==> config.mk <==
export PLATFORM = sky130hd
export DESIGN_NAME = csb_cross
export DESIGN_NICKNAME = d
export VERILOG_FILES = /design/src/hw/rtl/csb_pkg.sv /design/src/hw/rtl/csb_cross.sv
export SDC_FILE = /design/constraint.sdc
export NUM_CORES = 1
export LEC_CHECK = 0
export ABC_AREA = 1
export BUFFER_PORTS_ARGS = -buffer_cell sky130_fd_sc_hd__buf_2
export CAP_MARGIN = 20
export CORE_UTILIZATION = 56
export DETAILED_ROUTE_END_ITERATION = 8
export PLACE_DENSITY = 0.88
export SYNTH_ARGS = -nofsm -noshare
export SYNTH_HDL_FRONTEND = slang
export SYNTH_SLANG_ARGS = --single-unit
==> constraint.sdc <==
create_clock -name vclk -period 14.9
set_input_delay 4.47 -clock vclk [all_inputs]
set_output_delay 4.47 -clock vclk [all_outputs]
set_load 0.01 [all_outputs]
==> src/hw/rtl/csb_pkg.sv <==
// Shared types and constants of the cross stencil blur.
// Used by csb_cross and cross_stencil_blur; depends on nothing.
package csb_pkg;

    localparam int CSB_LINE_MAX  = 512;
    localparam int CHAN_W        = 10;
    localparam int WID_W         = 10;
    localparam int HGT_W         = 13;
    localparam int ROW_W         = 12;
    localparam int CFG_DATA_W    = 13;
    localparam int TDATA_W       = 32;
    localparam int HEIGHT_MAX    = 4096;
    localparam int FRAME_MIN     = 3;
    localparam int W_CENTER      = 133;
    localparam int W_EDGE        = 31;
    localparam int ROUND_HALF    = 128;
    localparam int SAMPLE_MAX    = 1023;

    localparam logic [WID_W-1:0] WIDTH_RST  = WID_W'(480);
    localparam logic [HGT_W-1:0] HEIGHT_RST = HGT_W'(360);

    typedef logic [CHAN_W-1:0] t_chan;
    // index 0 red, 1 green, 2 blue; red in the lowest bits
    typedef t_chan [2:0] t_pix;

    typedef enum logic {
        OP_PIXEL = 1'b0,
        OP_DRAIN = 1'b1
    } t_op;

    typedef enum logic {
        CFG_FRAME_WIDTH  = 1'b0,
        CFG_FRAME_HEIGHT = 1'b1
    } t_cfg_idx;

endpackage

==> src/hw/rtl/csb_cross.sv <==
// Five-point cross filter over three channels, rounded and saturated.
// Depends on csb_pkg.
module csb_cross (
    input  csb_pkg::t_pix i_ctr,
    input  csb_pkg::t_pix i_left,
    input  csb_pkg::t_pix i_right,
    input  csb_pkg::t_pix i_up,
    input  csb_pkg::t_pix i_down,
    output csb_pkg::t_pix o_pix
);
    import csb_pkg::*;

    localparam int SUM_W = CHAN_W + 2;
    localparam int ACC_W = CHAN_W + 9;

    for (genvar k = 0; k < 3; k++) begin : g_chan
        logic [SUM_W-1:0]    edge_sum;
        logic [ACC_W-1:0]    acc;
        logic [ACC_W-9:0]    scaled;

        assign edge_sum = SUM_W'(i_left[k]) + SUM_W'(i_right[k])
                        + SUM_W'(i_up[k]) + SUM_W'(i_down[k]);
        assign acc = ACC_W'(W_CENTER) * ACC_W'(i_ctr[k])
                   + ACC_W'(W_EDGE) * ACC_W'(edge_sum)
                   + ACC_W'(ROUND_HALF);
        assign scaled = acc[ACC_W-1:8];
        assign o_pix[k] = (scaled > (ACC_W-8)'(SAMPLE_MAX)) ? CHAN_W'(SAMPLE_MAX)
                                                            : scaled[CHAN_W-1:0];
    end

endmodule
# After elaboration in Yosys (flattened, before gate mapping)
# Cells that the tools add are included.
# totals
inputBits	150
romBits	0
word_cells	27
out_inout_bits	30
latch_bits	0
register_bits	0
mem_bits_rw	0
n_memories	0
# classes
magnitude_cmp	3
eq_ne	0
shifts	0
n_div	0
mul	6
muxes	3
bitwise	0
reduce_logical	0
addsub	15
# op_table
cell	n
$add A18 B17 Y19	3
$add A19 B8 Y19 const B	3
$mul A8 B10 Y18 const A	3
$mul A5 B12 Y17 const A	3
$add A11 B10 Y12	3
$add A12 B10 Y12	3
$add A10 B10 Y11	3
$gt A11 B10 Y1 const B	3
$mux W10	3

# Longest topological paths before layout
# depth
word_depth	8
depth_mapped	42
ltp_nobuf	42

# Worst setup path after synthesis
# No wires, ideal clock.
# synth_path
kind	input -> output
start	input i_left[1] (netlist name)
end	output o_pix[0] (netlist name)
n_path_buf	0
cell_stages	29
t_required_ns	10.430
t_arrival_ns	10.773
setup_slack_ns	-0.343
path_cell_list	inv_1 fa_1 inv_1 fa_1 ha_1 fa_1 xor2_1 inv_1 fa_1 fa_1 inv_1 fa_1 inv_1 fa_1 inv_1 fa_1 ha_1 ha_1 inv_1 o21ai_0 a21oi_1 nand2_1 nand2_1 nand2_1 nand2_1 nand2_1 nand2_1 nand2_2 nand2_1
# synth_rtl
element	line	rtl
start, declared	csb_cross.sv:5	input csb_pkg::t_pix i_left,
end, declared	csb_cross.sv:9	output csb_pkg::t_pix o_pix

==> qor.csv <==
stage,metric,value,unit
outcome,status,"finished, violations left",
outcome,violations,negative setup slack,
synth,synth_top_area_share,28.7,%
critical_path,endpoint,o_pix[16],
synth,ys_types,37,
floorplanning,design.die.area,0.0234,mm²
final_layout,diodes,0,
job,drv_cap,0,
floorplanning,top_level_ports,180,
placed_design,place_congestion,0.893,
detailed_routing,ant_nets,0,
synth,yosysTopAreaCell,fa_1,
floorplanning,die_w,153,µm
sta,min_period,15700,ps
sta,fin_crit_sh,105,%
placed_design,port_buffers,180,
final_layout,area_delta_synth_final,44.0,%
global_routing,grt_pass1_wl,57800,µm
sta,fin_ws,-795,ps
critical_path,cp_data_arrival_time,11230,ps
final_layout,fin_nets,2813,
hold_path,hold_class,in2out,
global_routing,first_global_vias,14000,
final_layout,fill_cells,1164,
global_routing,antenna_found_initial,1,
synth,syn_nets,2346,
detailed_routing,route.detailed.drc,0,
detailed_routing,drtIter0Drc,951,
floorplanning,initial_core_util,57.7,%
final_layout,regArea,0,µm²
sta,rsz0062_at_grt,true,
critical_path,worst-setup-path-type,in2out,
detailed_routing,drt_first_pass_iters,7,
critical_path,critPathSlowestCell,fa_1,
final_layout,design.seq.count,0,
floorplanning,rows,54,
detailed_routing,wire_per_inst,18.0,µm
synth,synthCells,1740,
detailed_routing,via_per_inst,5.66,
sta,finalSetupViolCount,30,
sta,hold_violations,0,
synth,yosys-top-cells-area,"fa_1, ha_1, inv_1",
critical_path,worstPathRequired,10430,ps
synth,syn_avg_cell_area,7.32,µm²
final_layout,nClkBuffers,0,
global_routing,gr-usage-all-layers,29.5,%
floorplanning,core_area,0.0221,mm²
synth,ys_seq_area_share,0,%
synth,syn_area,0.0127,mm²
detailed_routing,via_count,14100,
placed_design,dpl_cell_area,0.0163,mm²
sta,maxSlewHeadroom,74.4,%
sta,worst_pin_slew,381,ps
critical_path,cp-startpoint,i_right[11],
floorplanning,die_h,153,µm
sta,fin_setup_tns,-19760,ps
detailed_routing,totalWireLength,44700,µm
final_layout,multiInputGateArea,0.0128,mm²
final_layout,drive_above_1_share,39.8,%
critical_path,critPathMaxFanout,5,
placed_design,hpwl,29500,µm
global_routing,grt_max_degree,7,
sta,slew_viol_final,0,
sta,max_freq,63.7,MHz
critical_path,worstSetupStartpointType,input pin,
synth,ys_warn_count,0,
critical_path,cp-end-kind,output pin,
critical_path,critPathMaxStageDelay,590,ps
global_routing,gr-total-overflow,0,
final_layout,final_cell_area,0.0184,mm²
==> cell type report <==
| cell class | count | share of cell area [%] |
|---|---|---|
| Multi-Input combinational cell | 1226 | 69.9 |
| Timing Repair Buffer | 464 | 17.6 |
| Tap cell | 280 | 1.91 |
| Inverter | 515 | 10.6 |
==> how the worst min path moves through the flow <==
stage / from / end / slack [ps] / depth (start not counted)
global route: i_ctr[20] / o_pix[24] / 9900 / 8
CTS: i_ctr[20] / o_pix[24] / 9750 / 8
floorplan: i_ctr[20] / o_pix[26] / 9400 / 6
global placement: i_ctr[20] / o_pix[24] / 9700 / 8
detailed placement: i_ctr[20] / o_pix[24] / 9730 / 8
finish: i_ctr[20] / o_pix[24] / 9850 / 8
==> cell usage after synthesis, drive strengths merged, types with 4 or more instances <==
master,number
ha,273
o21bai,15
nand4,19
or2,5
xor2,28
fa,183
a21oi,47
nor3,14
xnor2,15
nand3b,4
nand2,417
o21ai,17
a21boi,4
nor2,72
nand3,96
a31oi,4
a21o,4
inv,515
==> layer usage <==
metal | up-vias | GRT usage [%] | wire, µm
met5 | - | 0 | 13
met4 | 2 | 13.9 | 3820
met3 | 394 | 1.93 | 2490
met2 | 884 | 61.2 | 23800
met1 | 6592 | 29.4 | 14600
li1 | 6186 | - | -
==> repair_timing <==
action                                  in CTS  in global routing
hold endpoints to repair                     0                  0
hold buffers                                 0                  0
endpoints found under the setup margin      30                 30
resized for setup                          108                265
cloned                                       3                  0
pin swaps                                   63                119
setup buffers                               11                 16
==> through the flow <==
stage | std cells | utilization, % | hold slack (ps) | setup slack [ps]
final | 2485 | 83.1 | 9850 | -795
after detailed placement | 2455 | 73.8 | 9730 | -716
after CTS | 2469 | 76.8 | 9750 | -577
after global routing | 2485 | 83.1 | 9900 | -1050
after global placement | 2455 | 73.8 | 9700 | -488
after floorplan | 1740 | - | 9400 | -78.9
==> cells in the final DEF, fill, tap and decap left out, types with 4 or more instances in the layout <==
| cell type | n |
|---|---|
| a21o_1 | 4 |
| a21oi_1 | 18 |
| a21oi_2 | 24 |
| a21oi_4 | 5 |
| buf_2 | 153 |
| buf_4 | 278 |
| buf_6 | 32 |
| fa_1 | 161 |
| fa_2 | 22 |
| ha_1 | 200 |
| ha_2 | 4 |
| ha_4 | 69 |
| inv_1 | 460 |
| inv_2 | 52 |
| nand2_1 | 281 |
| nand2_2 | 104 |
| nand2_4 | 32 |
| nand3_1 | 70 |
| nand3_2 | 22 |
| nand3_4 | 4 |
| nand3b_1 | 4 |
| nand4_1 | 19 |
| nor2_1 | 53 |
| nor2_2 | 12 |
| nor2_4 | 7 |
| nor3_1 | 4 |
| nor3_2 | 8 |
| o21ai_0 | 6 |
| o21ai_1 | 5 |
| o21ai_2 | 6 |
| o21bai_1 | 11 |
| xnor2_1 | 6 |
| xnor2_2 | 7 |
| xor2_1 | 17 |
| xor2_2 | 7 |
| xor2_4 | 4 |
==> cell families (layout without fill, tap and decap cells) <==
group	count (synthesis)	after routing	synth area share, %
AO/OA/AOI/OAI	95	95	4.40
AND/OR/NAND/NOR	629	632	21.5
adder cells (fa/ha/maj)	456	456	55.6
XOR/XNOR	43	43	3.22
buffers and inverters	517	979	15.3
==> critical path, delay by kind of cell <==
kind / cells / cell delay (ps)
simple gates: 14 / 1460
fa+ha+maj: 10 / 4110
compound gates: 1 / 90
xor+xnor: 1 / 180
buf+inv: 10 / 900
Power is not shown: default switching activity piles up to over one toggle a cycle in this logic, so the estimate is an artifact.
